**config.mk**
```make
export PLATFORM = sky130hd
export DESIGN_NAME = sha_core
export DESIGN_NICKNAME = d
export VERILOG_FILES = /design/src/design/sha_pkg.sv /design/src/design/sha_core.sv
export SDC_FILE = /design/constraint.sdc
export NUM_CORES = 2
export LEC_CHECK = 0
export BUFFER_PORTS_ARGS = -buffer_cell sky130_fd_sc_hd__buf_2
export CAP_MARGIN = 20
export CORE_AREA = 3 3 395 397
export DETAILED_ROUTE_END_ITERATION = 7
export DIE_AREA = 0 0 398 400
export PLACE_DENSITY = 0.54
export SYNTH_ARGS = -nofsm -noshare
export SYNTH_HDL_FRONTEND = slang
export SYNTH_SLANG_ARGS = --single-unit
```
**constraint.sdc**
```tcl
create_clock -name clk_i -period 10.2 [get_ports clk_i]
set_clock_uncertainty 0.05 [all_clocks]
set_input_delay 0.51 -clock clk_i [delete_from_list [all_inputs] [get_ports clk_i]]
set_output_delay 0.51 -clock clk_i [all_outputs]
set_load 0.01 [all_outputs]
```
**src/design/sha_pkg.sv**
```systemverilog
// Shared types and constants of the SHA-256 byte stream hasher.
package sha_pkg;

  typedef logic [15:0][31:0] blk_t;
  typedef logic [7:0][31:0]  hash_t;

  typedef struct packed {
    logic [1:0] kind;
    logic [7:0] data_byte;
  } in_item_t;

  typedef struct packed {
    logic [31:0] digest_word;
    logic [2:0]  word_index;
    logic        last_word;
  } out_item_t;

  typedef struct packed {
    logic busy;
    logic done;
  } core_stat_t;

  localparam logic [1:0] KIND_BYTE     = 2'd0;
  localparam logic [1:0] KIND_BYTE_FIN = 2'd1;
  localparam logic [1:0] KIND_FIN      = 2'd2;

  localparam hash_t INIT_HASH = {
    32'h5be0cd19, 32'h1f83d9ab, 32'h9b05688c, 32'h510e527f,
    32'ha54ff53a, 32'h3c6ef372, 32'hbb67ae85, 32'h6a09e667
  };

  localparam logic [31:0] ROUND_K [64] = '{
    32'h428a2f98, 32'h71374491, 32'hb5c0fbcf, 32'he9b5dba5,
    32'h3956c25b, 32'h59f111f1, 32'h923f82a4, 32'hab1c5ed5,
    32'hd807aa98, 32'h12835b01, 32'h243185be, 32'h550c7dc3,
    32'h72be5d74, 32'h80deb1fe, 32'h9bdc06a7, 32'hc19bf174,
    32'he49b69c1, 32'hefbe4786, 32'h0fc19dc6, 32'h240ca1cc,
    32'h2de92c6f, 32'h4a7484aa, 32'h5cb0a9dc, 32'h76f988da,
    32'h983e5152, 32'ha831c66d, 32'hb00327c8, 32'hbf597fc7,
    32'hc6e00bf3, 32'hd5a79147, 32'h06ca6351, 32'h14292967,
    32'h27b70a85, 32'h2e1b2138, 32'h4d2c6dfc, 32'h53380d13,
    32'h650a7354, 32'h766a0abb, 32'h81c2c92e, 32'h92722c85,
    32'ha2bfe8a1, 32'ha81a664b, 32'hc24b8b70, 32'hc76c51a3,
    32'hd192e819, 32'hd6990624, 32'hf40e3585, 32'h106aa070,
    32'h19a4c116, 32'h1e376c08, 32'h2748774c, 32'h34b0bcb5,
    32'h391c0cb3, 32'h4ed8aa4a, 32'h5b9cca4f, 32'h682e6ff3,
    32'h748f82ee, 32'h78a5636f, 32'h84c87814, 32'h8cc70208,
    32'h90befffa, 32'ha4506ceb, 32'hbef9a3f7, 32'hc67178f2
  };

endpackage

```
**src/design/sha_core.sv**
```systemverilog
// Iterative SHA-256 compression unit, one round per cycle.
module sha_core (
  input  logic                clk_i,
  input  logic                rst_ni,
  input  logic                start_i,
  input  sha_pkg::blk_t       block_i,
  input  sha_pkg::hash_t      chain_i,
  output sha_pkg::hash_t      vars_o,
  output sha_pkg::core_stat_t stat_o
);
  import sha_pkg::*;

  function automatic logic [31:0] rotr(input logic [31:0] x, input int n);
    rotr = (x >> n) | (x << (32 - n));
  endfunction

  logic [31:0] w_q [16];
  hash_t       v_q;
  logic [5:0]  round_q;
  logic        busy_q, done_q;
  logic [31:0] t1, t2, w_new, s0, s1, bs0, bs1, ch, maj;

  assign bs1   = rotr(v_q[4], 6) ^ rotr(v_q[4], 11) ^ rotr(v_q[4], 25);
  assign bs0   = rotr(v_q[0], 2) ^ rotr(v_q[0], 13) ^ rotr(v_q[0], 22);
  assign ch    = (v_q[4] & v_q[5]) ^ (~v_q[4] & v_q[6]);
  assign maj   = (v_q[0] & v_q[1]) ^ (v_q[0] & v_q[2]) ^ (v_q[1] & v_q[2]);
  assign t1    = v_q[7] + bs1 + ch + ROUND_K[round_q] + w_q[0];
  assign t2    = bs0 + maj;
  assign s0    = rotr(w_q[1], 7) ^ rotr(w_q[1], 18) ^ (w_q[1] >> 3);
  assign s1    = rotr(w_q[14], 17) ^ rotr(w_q[14], 19) ^ (w_q[14] >> 10);
  assign w_new = s1 + w_q[9] + s0 + w_q[0];

  assign vars_o      = v_q;
  assign stat_o.busy = busy_q;
  assign stat_o.done = done_q;

  always_ff @(posedge clk_i or negedge rst_ni) begin
    if (!rst_ni) begin
      busy_q  <= 1'b0;
      done_q  <= 1'b0;
      round_q <= '0;
    end else begin
      done_q <= 1'b0;
      if (start_i) begin
        busy_q  <= 1'b1;
        round_q <= '0;
      end else if (busy_q) begin
        round_q <= round_q + 6'd1;
        if (round_q == 6'd63) begin
          busy_q <= 1'b0;
          done_q <= 1'b1;
        end
      end
    end
  end

  always_ff @(posedge clk_i) begin
    if (start_i) begin
      v_q <= chain_i;
      for (int i = 0; i < 16; i++) begin
        w_q[i] <= block_i[i];
      end
    end else if (busy_q) begin
      v_q[7] <= v_q[6];
      v_q[6] <= v_q[5];
      v_q[5] <= v_q[4];
      v_q[4] <= v_q[3] + t1;
      v_q[3] <= v_q[2];
      v_q[2] <= v_q[1];
      v_q[1] <= v_q[0];
      v_q[0] <= t1 + t2;
      for (int i = 0; i < 15; i++) begin
        w_q[i] <= w_q[i + 1];
      end
      w_q[15] <= w_new;
    end
  end

endmodule

```
==> flow_summary.ini <==
[clock_network]
numCtsBuffers = 94
cts_sinks = 776
root_buffer = clkbuf_16
cts_hold_buffers = 249
htreeDepth = 3
insertion_delay_ps = 730
path_clk_slew_ps = 80
cts_setup_buffers = 0
clockBufferDepth = 3
cts_tree = yes
cts.repair.resized = 0

[timing]
hold_viol_final = 0
setup_violations = 0
min_period_ps = 8633
rsz0062_at_grt = no
slew_violations = 0
finalWorstSetupSlack_ps = 1567
fin_tns_setup_ps = 0
max_slew_margin = 0.1667
period_share = 0.8464
worstMarginPinSlew_ps = 1250
fmax_ghz = 0.1158

[logic_synthesis]
ys_ff_latch = 776
seq_area_frac_synth = 0.4793
synthFlopType = edfxtp_1
synth_edf_count = 768
async_reset_ff_frac = 0.01031
netlist_area_mm2 = 0.04853
avgSynthCellArea_um2 = 12.64
synth_nets = 4941
ys_warn_count = 0
syn_inst = 3841
synth_cell_types = 81

[layout]
nets = 6155
final_cell_mix = buf_2, edfxtp_1, mux2_2, inv_1, xnor2_1
syn_to_final_growth_pct = 26.64
mostFrequentLayoutCell = buf_2
layout.cells.non_filler = 7193
drive_gt1_frac = 0.3833
final_core_util = 0.4037

[drt]
routedWlPerCell_um = 29.96
drtPass1Iterations = 5
drt_iter0_markers = 3841
viasPerCell = 5.123
ant_nets = 0
vias = 36850
drc = 0
wl_um = 215500

[die]
rows = 143
die_w_um = 398
core_mm2 = 0.1523
floorplan.die_area_mm2 = 0.1592
start_util = 0.3187
io_pins = 1029
die_h_um = 400

[flow_run]
maxCapViolCount = 0

[worst_setup_path]
crit_path_max_incr_delay_ps = 500
slowest_stage = fa_1
crit_type = register to register
cpMostUsedCell = o21ai_0
start_kind = register
arrival_ps = 9010
end_kind = register
cp_data_required_time_ps = 10580
cp_max_fo = 17

[status]
outcome = finished, final reports clean

[grt]
overflow = 0
antenna_found_initial = 92
track_usage = 0.2610
grt_pass1_vias = 36720
grt_pass1_wl_um = 290700
grt_max_degree = 168

[place]
dp_slack_ps = 1563
globalplace.congestion = 0.9722
placed_cells = 6740
io_buffers = 1028
place_hpwl_um = 172000

[hold_path]
min_path_type = input pin to register
-- critical path: cells and delay by family (launching register included) --
family          cells  cell delay (ps)
compound gates     19             3660
fa+ha+maj           8             3110
simple gates        2              480
buf+inv             4              410
flops               1              390
xor+xnor            1              210
-- final cells by class --
class	count	area [µm²]
Sequential cell	776	23260
Timing Repair Buffer	1341	8228
Multi-Input combinational cell	2581	23440
Fill cell	14730	90800
Clock buffer	119	2446
Inverter	261	979.7
Tap cell	2030	2540
Clock inverter	51	478.0
Antenna cell	34	85.08
-- kinds of logic after synthesis --
kind of cell / after synthesis / share of synthesized area
flip-flops: 776 / 0.4793
AO/OA/AOI/OAI: 661 / 0.08673
buffers and inverters: 484 / 0.03787
AND/OR/NAND/NOR: 506 / 0.04728
multiplexers: 730 / 0.1703
adder cells (fa/ha/maj): 332 / 0.1144
XOR/XNOR: 352 / 0.06417
-- synthesized netlist by cell type (20+ instances only) --
cell	count	share of area
o21ai_0	197	0.020
a21oi_1	155	0.016
o211ai_1	27	0.0042
or3_1	21	0.0027
edfxtp_1	768	0.48
a211oi_1	25	0.0039
xnor2_1	253	0.046
mux2_2	705	0.16
nor2_1	136	0.011
o21a_1	31	0.0048
fa_1	187	0.077
xor2_1	97	0.018
a31oi_1	20	0.0026
nand2_1	193	0.015
clkbuf_1	202	0.016
ha_1	142	0.037
inv_1	260	0.020
nand3_1	34	0.0035
a21o_1	60	0.0093
nor3_1	33	0.0034
-- flip-flops by register name, summed over array words and instances, names as in the netlist --
name     cells
busy_q       1
done_q       1
round_q      6
vars_o     256
w_q        512
-- stage by stage --
step	hold WS [ps]	area, µm²
after floorplan	164.4	48540
after global placement	324.6	55960
after detailed placement	327.6	55960
after CTS	0.1627	61380
after global routing	13.40	61420
final	46.86	61460
-- per-layer routing --
metal,share of wire,vias up,global-route usage
met5,0.0013,-,0
met4,0.025,42,0.06766
met3,0.068,293,0.05064
met2,0.47,1461,0.4194
met1,0.44,18620,0.3601
li1,-,16430,-
-- final timing paths --
check | start | end | slack [ps] | cells after the start
setup / recovery | round_q[0]$_DFFE_PN0P_ | vars_o[23]$_DFFE_PP_ | 1570 | 34
hold / removal | chain_i[3] | vars_o[3]$_DFFE_PP_ | 50 | 3
setup reg to reg | round_q[0]$_DFFE_PN0P_ | vars_o[23]$_DFFE_PP_ | 1570 | 34
hold reg to reg | w_q[4][28]$_DFFE_PP_ | w_q[3][28]$_DFFE_PP_ | 480 | 1
max in group asynchronous | rst_ni | round_q[3]$_DFFE_PN0P_ | 9750 | 2
min in group asynchronous | rst_ni | round_q[0]$_DFFE_PN0P_ | 140 | 2
Power is left out: the tool's default activity adds up to more than one toggle a clock period on the data nets, which glitch-free logic cannot reach.
