## config.mk

```make
export PLATFORM = sky130hd
export DESIGN_NAME = sha_fifo
export DESIGN_NICKNAME = d
export VERILOG_FILES = /design/src/design/sha_fifo.sv
export SDC_FILE = /design/constraint.sdc
export NUM_CORES = 1
export LEC_CHECK = 0
export ABC_AREA = 0
export ABC_CLOCK_PERIOD_IN_PS = 2300
export BUFFER_PORTS_ARGS = -buffer_cell sky130_fd_sc_hd__buf_2
export CAP_MARGIN = 20
export CORE_MARGIN = 5
export CORE_UTILIZATION = 55
export CTS_CLUSTER_DIAMETER = 150
export DETAILED_ROUTE_END_ITERATION = 16
export GPL_TIMING_DRIVEN = 0
export HOLD_SLACK_MARGIN = 0.15
export PLACE_DENSITY = 0.77
export SYNTH_ARGS = -nofsm -noshare
export SYNTH_HDL_FRONTEND = slang
export SYNTH_SLANG_ARGS = --single-unit
```

## constraint.sdc

```tcl
create_clock -name clk_i -period 2.3 [get_ports clk_i]
set_clock_uncertainty 0.1 [all_clocks]
set_input_delay 0.345 -clock clk_i [delete_from_list [all_inputs] [get_ports clk_i]]
set_output_delay 0.345 -clock clk_i [all_outputs]
set_load 0.05 [all_outputs]
```

## src/design/sha_fifo.sv

```systemverilog
// Small register queue used between the front, the back and the result side.
module sha_fifo #(
  parameter int Width = 8,
  parameter int Depth = 4
) (
  input  logic             clk_i,
  input  logic             rst_ni,
  input  logic             push_i,
  input  logic [Width-1:0] data_i,
  output logic             full_o,
  input  logic             pop_i,
  output logic [Width-1:0] data_o,
  output logic             empty_o
);

  localparam int AW = (Depth > 1) ? $clog2(Depth) : 1;
  localparam int CW = $clog2(Depth + 1);

  logic [Width-1:0] mem_q [Depth];
  logic [AW-1:0]    wptr_q, rptr_q;
  logic [CW-1:0]    cnt_q;
  logic             do_push, do_pop;

  assign full_o  = (cnt_q == CW'(Depth));
  assign empty_o = (cnt_q == '0);
  assign do_push = push_i && !full_o;
  assign do_pop  = pop_i && !empty_o;
  assign data_o  = mem_q[rptr_q];

  always_ff @(posedge clk_i) begin
    if (do_push) begin
      mem_q[wptr_q] <= data_i;
    end
  end

  always_ff @(posedge clk_i or negedge rst_ni) begin
    if (!rst_ni) begin
      wptr_q <= '0;
      rptr_q <= '0;
      cnt_q  <= '0;
    end else begin
      if (do_push) begin
        wptr_q <= (wptr_q == AW'(Depth - 1)) ? '0 : wptr_q + AW'(1);
      end
      if (do_pop) begin
        rptr_q <= (rptr_q == AW'(Depth - 1)) ? '0 : rptr_q + AW'(1);
      end
      if (do_push && !do_pop) begin
        cnt_q <= cnt_q + CW'(1);
      end else if (do_pop && !do_push) begin
        cnt_q <= cnt_q - CW'(1);
      end
    end
  end

endmodule

```

==> flow_summary.toml, run 1 <==
[status]
status = "complete, no violations"

[route]
first_iter_violations = 10
wire_per_inst_microns = 17.8
vias = 802
dr.pass1.iters = 4
drc = 0
vias_per_cell = 5.42
ant_nets = 0
wl_microns = 2630

[setup_path]
cp-startpoint = "rptr_q[0]"
r2r_slack_ns = 0.28
critPathBufInv = 2
crit_cells = 3
setup.worst_path.start_class = "register"
slowest_stage = "mux4_2"
cp_top_family = "multiplexers"
max_stage_delay_ns = 0.54
reg2reg_from = "cnt_q[1]"
critical_path.cell_chain = "clkbuf_4 > mux4_2 > buf_2"
required_ns = 1.86
endpoint = "data_o[2]"
cp-end-kind = "primary output"
critPathMaxFanout = 10
crit_arrival_ns = 1.72
regToRegEndpoint = "cnt_q[1]"
r2r_cells = 7
critical_path_class = "register to primary output"

[placement]
numPortBuffers = 21
gp_congestion = 0.653
hpwl_microns = 1840
dp_cells = 131

[cells_and_area]
area_growth_pct = 19.3
drive_gt1_frac = 0.462
final_cells = 148
num-fill-cells = 190
antenna_cells_inserted = 0
fin_nets = 135

[logic_synthesis]
synth_area_sq_um = 1620
synth_area_per_cell_sq_um = 20.5
mappedNetlistNets = 98
ys_warn_count = 0
syn_inst = 79
seq_area_frac_synth = 0.701
ys_ff_latch = 39
ys_types = 19

[sta]
relSlewSlack = 0.806
timing.final.max_slew_violations = 0
rsz0062_at_grt = "false"
timing.fmax_ghz = 0.461
hold_violations = 0
fin_crit_sh = 0.943
finalSetupViolations = 0
fin_crit_ns = 2.17
setup_tns_ns = 0
max_slew.worst_pin.slew_ns = 0.291

[global_route]
grt_overflow = 0
grt_use_total = 0.142
grt_pass1_vias = 914
grt_pass1_wl_microns = 4400
grt_start_max_net_pins = 12
antenna_found_initial = 0

[power_and_ir_drop]
ir_drop_v = 0.000995
p_leak_nw = 0.737
p_per_area_nw_per_um2 = 1350

[clock_network]
cts_buffers = 5
cts_tree = "yes"
cts.path.max_buffers = 2
postCtsSetupBuffers = 0
clkTransAtPathRegs_ns = 0.10
insertion_delay_ns = 0.33
h-tree-depth = 2
cts-root-buf = "clkbuf_4"
clkSinkCount = 39

[flow_run]
drv_cap = 0

[hold_path]
min_path_type = "input pin to async pin"

[die]
core_sq_um = 2780
die_w_microns = 64.3
ioPinCount = 22
start_util = 0.583
dieHeight_microns = 64.3
die_area_sq_um = 4130
std_cell_rows = 19
-- synth_stat cells --
cell / count / area share
and2_2: 4 / 0.019
buf_1: 1 / 0.0023
buf_2: 1 / 0.0031
buf_6: 1 / 0.0069
dfrtp_1: 7 / 0.11
edfxtp_1: 32 / 0.59
fa_1: 1 / 0.012
ha_1: 6 / 0.046
inv_1: 3 / 0.0069
mux2_2: 3 / 0.021
mux2_4: 2 / 0.019
mux4_2: 8 / 0.11
nand2b_4: 1 / 0.0085
nor2_1: 3 / 0.0069
nor2b_2: 1 / 0.0054
nor3_1: 1 / 0.0031
nor3b_4: 1 / 0.012
xnor2_1: 1 / 0.0054
xor2_1: 2 / 0.011
-- sequential cells by signal, indices dropped and copies added (netlist names) --
signal  flops
wptr_q      2
rptr_q      2
cnt_q       3
mem_q      32
-- power breakdown --
| group | internal (mW) | switching, mW |
|---|---|---|
| Combinational | 0.467 | 0.745 |
| Sequential | 0.958 | 0.113 |
| Clock | 0.119 | 0.202 |
| Total | 1.54 | 1.06 |
-- worst min-delay path by stage --
stage,start,end,slack (ns)
3_5_place_dp,rst_ni,cnt_q[1],0.09
2_1_floorplan,rst_ni,cnt_q[0],-0.05
6_report,rst_ni,cnt_q[1],0.27
3_3_place_gp,rst_ni,cnt_q[1],0.09
5_1_grt,pop_i,rptr_q[1],0.27
4_1_cts,rst_ni,rptr_q[1],0.27
-- placed cells by master, fill, tap and decap left out --
| cell type | n |
|---|---|
| nand2b_4 | 1 |
| clkbuf_1 | 2 |
| inv_2 | 1 |
| ha_4 | 1 |
| edfxtp_1 | 32 |
| nor2b_2 | 1 |
| buf_6 | 1 |
| mux2_2 | 3 |
| mux4_2 | 8 |
| clkbuf_4 | 6 |
| xor2_1 | 2 |
| buf_2 | 21 |
| xnor2_1 | 1 |
| dfrtp_1 | 6 |
| dfrtp_2 | 1 |
| inv_1 | 2 |
| clkinv_2 | 1 |
| nor3b_4 | 1 |
| nor3_4 | 1 |
| and2_2 | 4 |
| clkbuf_2 | 1 |
| ha_1 | 5 |
| dlygate4sd3_1 | 9 |
| nor2_1 | 3 |
| fa_1 | 1 |
| mux2_4 | 2 |
-- area by class of cell --
cell class                      count  area [sq um]  share of cell area
Sequential cell                    39          1140               0.588
Multi-Input combinational cell     34           477               0.247
Timing Repair Buffer               30           195               0.101
Clock buffer                        7          45.0              0.0233
Tap cell                           31          38.8              0.0201
Buffer                              3          23.8              0.0123
Inverter                            3          11.3             0.00583
Clock inverter                      1          5.00             0.00259
-- timing repair --
item,CTS,global route
hold buffers,9,0
endpoints found under the setup margin,0,8
resized for setup,0,2
hold endpoints to repair,39,0
-- metal layers --
metal | vias up | global-route usage | wire, microns
li1 | 376 | - | -
met2 | 16 | 0.244 | 1410
met4 | 0 | 0.0382 | 29
met3 | 3 | 0.0473 | 133
met5 | - | 0 | 0
met1 | 407 | 0.172 | 1060
-- metrics by stage --
stage	setup WS, ns	util	hold slack [ns]	instance area [sq um]	power, mW
5_1_grt	0.0453	0.695	0.274	1930	2.75
2_1_floorplan	0.00444	-	-0.0506	1650	2.03
3_5_place_dp	0.272	0.643	0.0905	1790	2.31
4_1_cts	0.0304	0.694	0.271	1930	2.64
3_3_place_gp	0.342	0.643	0.0864	1790	2.24
6_report	0.131	0.695	0.273	1930	2.60
-- kinds of logic (layout without fill, tap and decap cells) --
| kind of cell | after synthesis | after routing | synth area share |
|---|---|---|---|
| and+or+nand+nor | 11 | 11 | 0.0541 |
| DFF | 39 | 39 | 0.701 |
| adders and majority gates | 7 | 7 | 0.0587 |
| buffers and inverters | 6 | 44 | 0.0193 |
| muxes | 13 | 13 | 0.151 |
| xor gates and xnor gates | 3 | 3 | 0.0162 |
-- worst register-to-register path: stages, from the launching register on --
cell and delay, ns:
dfrtp_1 0.49, nor3b_4 0.23, nor2b_2 0.06, buf_6 0.14, ha_4 0.16, inv_2 0.04
fa_1 0.41, mux2_2 0.28
Power figures use the tool's default switching activity.
==> inputs of run 2 (changes only) <==
- PLACE_DENSITY: 0.77 -> unset
- PLACE_DENSITY_LB_ADDON: unset -> 0.05
- REMOVE_ABC_BUFFERS: unset -> 1
==> flow_summary.toml, run 2 (synthesis gave the netlist of run 1 again) <==
[global_route]
grt_overflow = 0
grt_pass1_vias = 862
grt_pass1_wl_microns = 4200
antenna_found_initial = 0
grt_start_max_net_pins = 12
grt_use_total = 0.141

[route]
ant_nets = 0
dr.pass1.iters = 4
vias_per_cell = 5.42
wl_microns = 2510
first_iter_violations = 25
vias = 786
wire_per_inst_microns = 17.3
drc = 0

[clock_network]
cts_tree = "yes"
cts.path.max_buffers = 2
insertion_delay_ns = 0.35
clkTransAtPathRegs_ns = 0.11
clkSinkCount = 39
cts-root-buf = "clkbuf_4"
cts_buffers = 5
postCtsSetupBuffers = 0
h-tree-depth = 2

[setup_path]
critical_path_class = "register to primary output"
critPathBufInv = 1
setup.worst_path.start_class = "register"
cp-end-kind = "primary output"
max_stage_delay_ns = 0.58
slowest_stage = "dfrtp_2"
critPathMaxFanout = 11
regToRegEndpoint = "cnt_q[2]"
reg2reg_from = "cnt_q[1]"
cp_top_family = "flip-flops"
crit_cells = 2
r2r_cells = 8
r2r_slack_ns = 0.19
critical_path.cell_chain = "mux4_2 > buf_2"
required_ns = 1.86
crit_arrival_ns = 1.71

[sta]
fin_crit_ns = 2.15
fin_crit_sh = 0.936
max_slew.worst_pin.slew_ns = 0.419
finalSetupViolations = 0
rsz0062_at_grt = "false"
timing.final.max_slew_violations = 0
hold_violations = 0
timing.fmax_ghz = 0.464
hold_slack_ns = 0.251
relSlewSlack = 0.721

[power_and_ir_drop]
intPower_mw = 1.56
ir_drop_v = 0.00120
p_leak_nw = 0.734
finalPower_mw = 2.60
p_per_area_nw_per_um2 = 1360
combPwrFrac = 0.413
p_clk_frac = 0.151
p_sw_frac = 0.398
seq_power_share = 0.436
switchingPower_mw = 1.03

[cells_and_area]
final_cell_mix = "32 x edfxtp_1, 21 x buf_2, 9 x dlygate4sd3_1, 8 x mux4_2"
largest_register_ffs = 32
final_cells = 145
fin_nets = 132
drive_gt1_frac = 0.439
area_growth_pct = 18.1
regMostFlops = "mem_q"
fin_util = 0.688
fin_area_sq_um = 1910
largest_registers = "mem_q (32), cnt_q (3)"
antenna_cells_inserted = 0
layout_commonest_cell = "edfxtp_1"

[die]
die_area_sq_um = 4130
std_cell_rows = 19
core_sq_um = 2780
die_w_microns = 64.3
start_util = 0.583
ioPinCount = 22
dieHeight_microns = 64.3

[status]
status = "complete, no violations"

[placement]
hpwl_microns = 1670
dp_cells = 128
numPortBuffers = 21
gp_congestion = 0.646
postPlaceCellArea_sq_um = 1740

[hold_path]
min_path_type = "input pin to async pin"

[flow_run]
drv_cap = 0
## run 2: through the flow
step           setup slack, ns  TNS, ns
2_1_floorplan           -0.791    -2.19
3_3_place_gp             0.218        0
3_5_place_dp             0.154        0
4_1_cts                  0.114        0
5_1_grt                 0.0107        0
6_report                 0.147        0
## run 2: worst max path at each step
stage,start,to
floorplan,cnt_q[0],cnt_q[2]
global placement,cnt_q[2],cnt_q[2]
detailed placement,cnt_q[0],cnt_q[2]
CTS,cnt_q[1],cnt_q[2]
global route,cnt_q[1],cnt_q[2]
finish,rptr_q[0],data_o[1]
## run 2: worst register-to-register path: stages, from the launching register on
cell and delay, ns:
dfrtp_1 0.48, nor3_2 0.23, nand2b_4 0.18, ha_1 0.18, inv_1 0.07, fa_1 0.38
xor2_1 0.15, nor2_1 0.11, xor2_1 0.16
## run 2: layout make-up
type / count / area, sq um
well taps: 31 / 38.8
flip-flops and latches: 39 / 1140
multi-input cells: 34 / 463
repair buffers: 30 / 195
inverters: 3 / 11.3
clock buffers: 8 / 68.8
fillers: 204 / 867
## run 2: layer usage
metal | global-route usage | wire (microns) | share of wire
met5 | 0 | 0 | 0
met4 | 0.0687 | 51 | 0.020
met3 | 0.0595 | 158 | 0.063
met2 | 0.228 | 1250 | 0.50
met1 | 0.160 | 1050 | 0.42
## run 2: repair_timing
action | 4_1_cts | 5_1_grt
hold endpoints to repair | 39 | 0
hold buffers | 9 | 0
setup endpoints to repair | 8 | 1
resized for setup | 1 | 2
pin swaps | 0 | 0
## run 2: power groups by stage
stage                     Sequential [mW]  Combinational [mW]  Clock [mW]
final                                1.13                1.07       0.393
after floorplan                      1.10               0.876           0
after global routing                 1.16                1.16       0.430
after global placement               1.13                1.04           0
after detailed placement             1.15                1.07           0
after CTS                            1.13                1.08       0.400
==> inputs of run 3 (changes only) <==
- ABC_CLOCK_PERIOD_IN_PS: 2300 -> 2600
- clock period: 2.3 -> 2.6 ns (I/O delays scaled with it)
==> flow_summary.toml, run 3 (synthesis gave the netlist of run 1 again) <==
[hold_path]
min_path_type = "input pin to register"
min_from = "data_i[3]"
hold_end = "mem_q[0][3]"
hold_path_depth = 1

[cells_and_area]
area_growth_pct = 16.8
fin_util = 0.681
final_cells = 144
fin_area_sq_um = 1890
final_cell_mix = "32 x edfxtp_1, 21 x buf_2, 8 x mux4_2, 8 x dlygate4sd3_1, 7 x dfrtp_1"
largest_registers = "mem_q (32), cnt_q (3)"
antenna_cells_inserted = 0
layout_commonest_cell = "edfxtp_1"
largest_register_ffs = 32
regMostFlops = "mem_q"
fin_nets = 131
drive_gt1_frac = 0.425

[setup_path]
crit_arrival_ns = 1.88
r2r_cells = 8
critical_path_class = "register to primary output"
critPathMaxFanout = 11
reg2reg_from = "cnt_q[1]"
setup.worst_path.start_class = "register"
regToRegEndpoint = "cnt_q[2]"
r2r_slack_ns = 0.45
cp-end-kind = "primary output"
required_ns = 2.11

[global_route]
grt_pass1_wl_microns = 4150
grt_use_total = 0.139
antenna_found_initial = 0
grt_overflow = 0
grt_start_max_net_pins = 12
grt_pass1_vias = 848

[clock_network]
h-tree-depth = 2
cts_tree = "yes"
ctsResizeCount = 0
cts_buffers = 5
clkSinkCount = 39
cts-root-buf = "clkbuf_4"
insertion_delay_ns = 0.34
cts.path.max_buffers = 2
clkTransAtPathRegs_ns = 0.10

[status]
status = "complete, no violations"

[route]
highest_layer = "met4"
first_iter_violations = 33
wl_met1_microns = 1030
drc = 0
ant_nets = 0
vias_per_cell = 5.42
met2WireLength_microns = 1240
vias = 781
wire_per_inst_microns = 17.2
dr.pass1.iters = 4
wl_met3_microns = 150
wl_microns = 2470

[placement]
dp_cells = 128
hpwl_microns = 1670
numPortBuffers = 21
postPlaceCellArea_sq_um = 1740
gp_congestion = 0.646

[die]
die_w_microns = 64.3
std_cell_rows = 19
die_area_sq_um = 4130
dieHeight_microns = 64.3
start_util = 0.583
ioPinCount = 22
core_sq_um = 2780

[sta]
fin_crit_sh = 0.913
timing.final.max_slew_violations = 0
fin_crit_ns = 2.37
max_slew.worst_pin.slew_ns = 0.594
rsz0062_at_grt = "false"
finalSetupViolations = 0
timing.fmax_ghz = 0.421
relSlewSlack = 0.604
hold_violations = 0

[power_and_ir_drop]
finalPower_mw = 2.28
p_leak_nw = 0.726
p_per_area_nw_per_um2 = 1210
ir_drop_v = 0.00105

[flow_run]
drv_cap = 0
==> run 3: changes by cell type in the layout (fill, tap and decap cells not counted), sizes merged <==
| cell | before | now |
|---|---|---|
| dlygate4sd3 | 9 | 8 |
==> run 3: routing by layer <==
metal  global-route usage  vias to the layer above
met5                    0                        -
met4               0.0687                        0
met3               0.0595                        6
met2                0.225                       18
met1                0.157                      389
li1                     -                      368
==> run 3: cell type report <==
class,instances,area (sq um)
Clock buffer,8,68.8
Fill cell,205,888
Inverter,3,11.3
Multi-Input combinational cell,34,453
Sequential cell,39,1140
Tap cell,31,38.8
Timing Repair Buffer,29,185
==> run 3: timing repair <==
item                                    CTS  global route
hold buffers                              7             1
setup buffers                             0             0
endpoints found under the setup margin    0             0
endpoints found under the hold margin    28             4
==> run 3: where the power goes <==
group	leakage (nW)	switching (mW)	internal [mW]
clock network	0.0386	0.185	0.159
registers	0.375	0.151	0.844
logic	0.312	0.568	0.374
total	0.726	0.904	1.38
==> run 3: worst max-delay path, cell delays in order, from the launching register on <==
cell and delay [ns]:
dfrtp_1 0.74, mux4_2 0.58, buf_2 0.23
==> run 3: metrics by stage <==
step | hold slack, ns | setup TNS, ns | setup WS, ns
global placement | 0.136 | 0 | 0.518
global route | 0.154 | 0 | 0.0890
detailed placement | 0.138 | 0 | 0.454
floorplan | -0.00559 | -0.951 | -0.491
finish | 0.171 | 0 | 0.225
CTS | 0.155 | 0 | 0.180
==> run 3: how the worst max path moves through the flow <==
| stage | to | slack, ns | depth (start not counted) | start |
|---|---|---|---|---|
| 2_1_floorplan | cnt_q[2] | -0.49 | 8 | cnt_q[0] |
| 5_1_grt | data_o[1] | 0.09 | 2 | rptr_q[0] |
| 6_report | data_o[1] | 0.23 | 2 | rptr_q[0] |
| 3_5_place_dp | cnt_q[2] | 0.45 | 8 | cnt_q[0] |
| 4_1_cts | data_o[1] | 0.18 | 2 | rptr_q[0] |
| 3_3_place_gp | cnt_q[2] | 0.52 | 8 | cnt_q[2] |
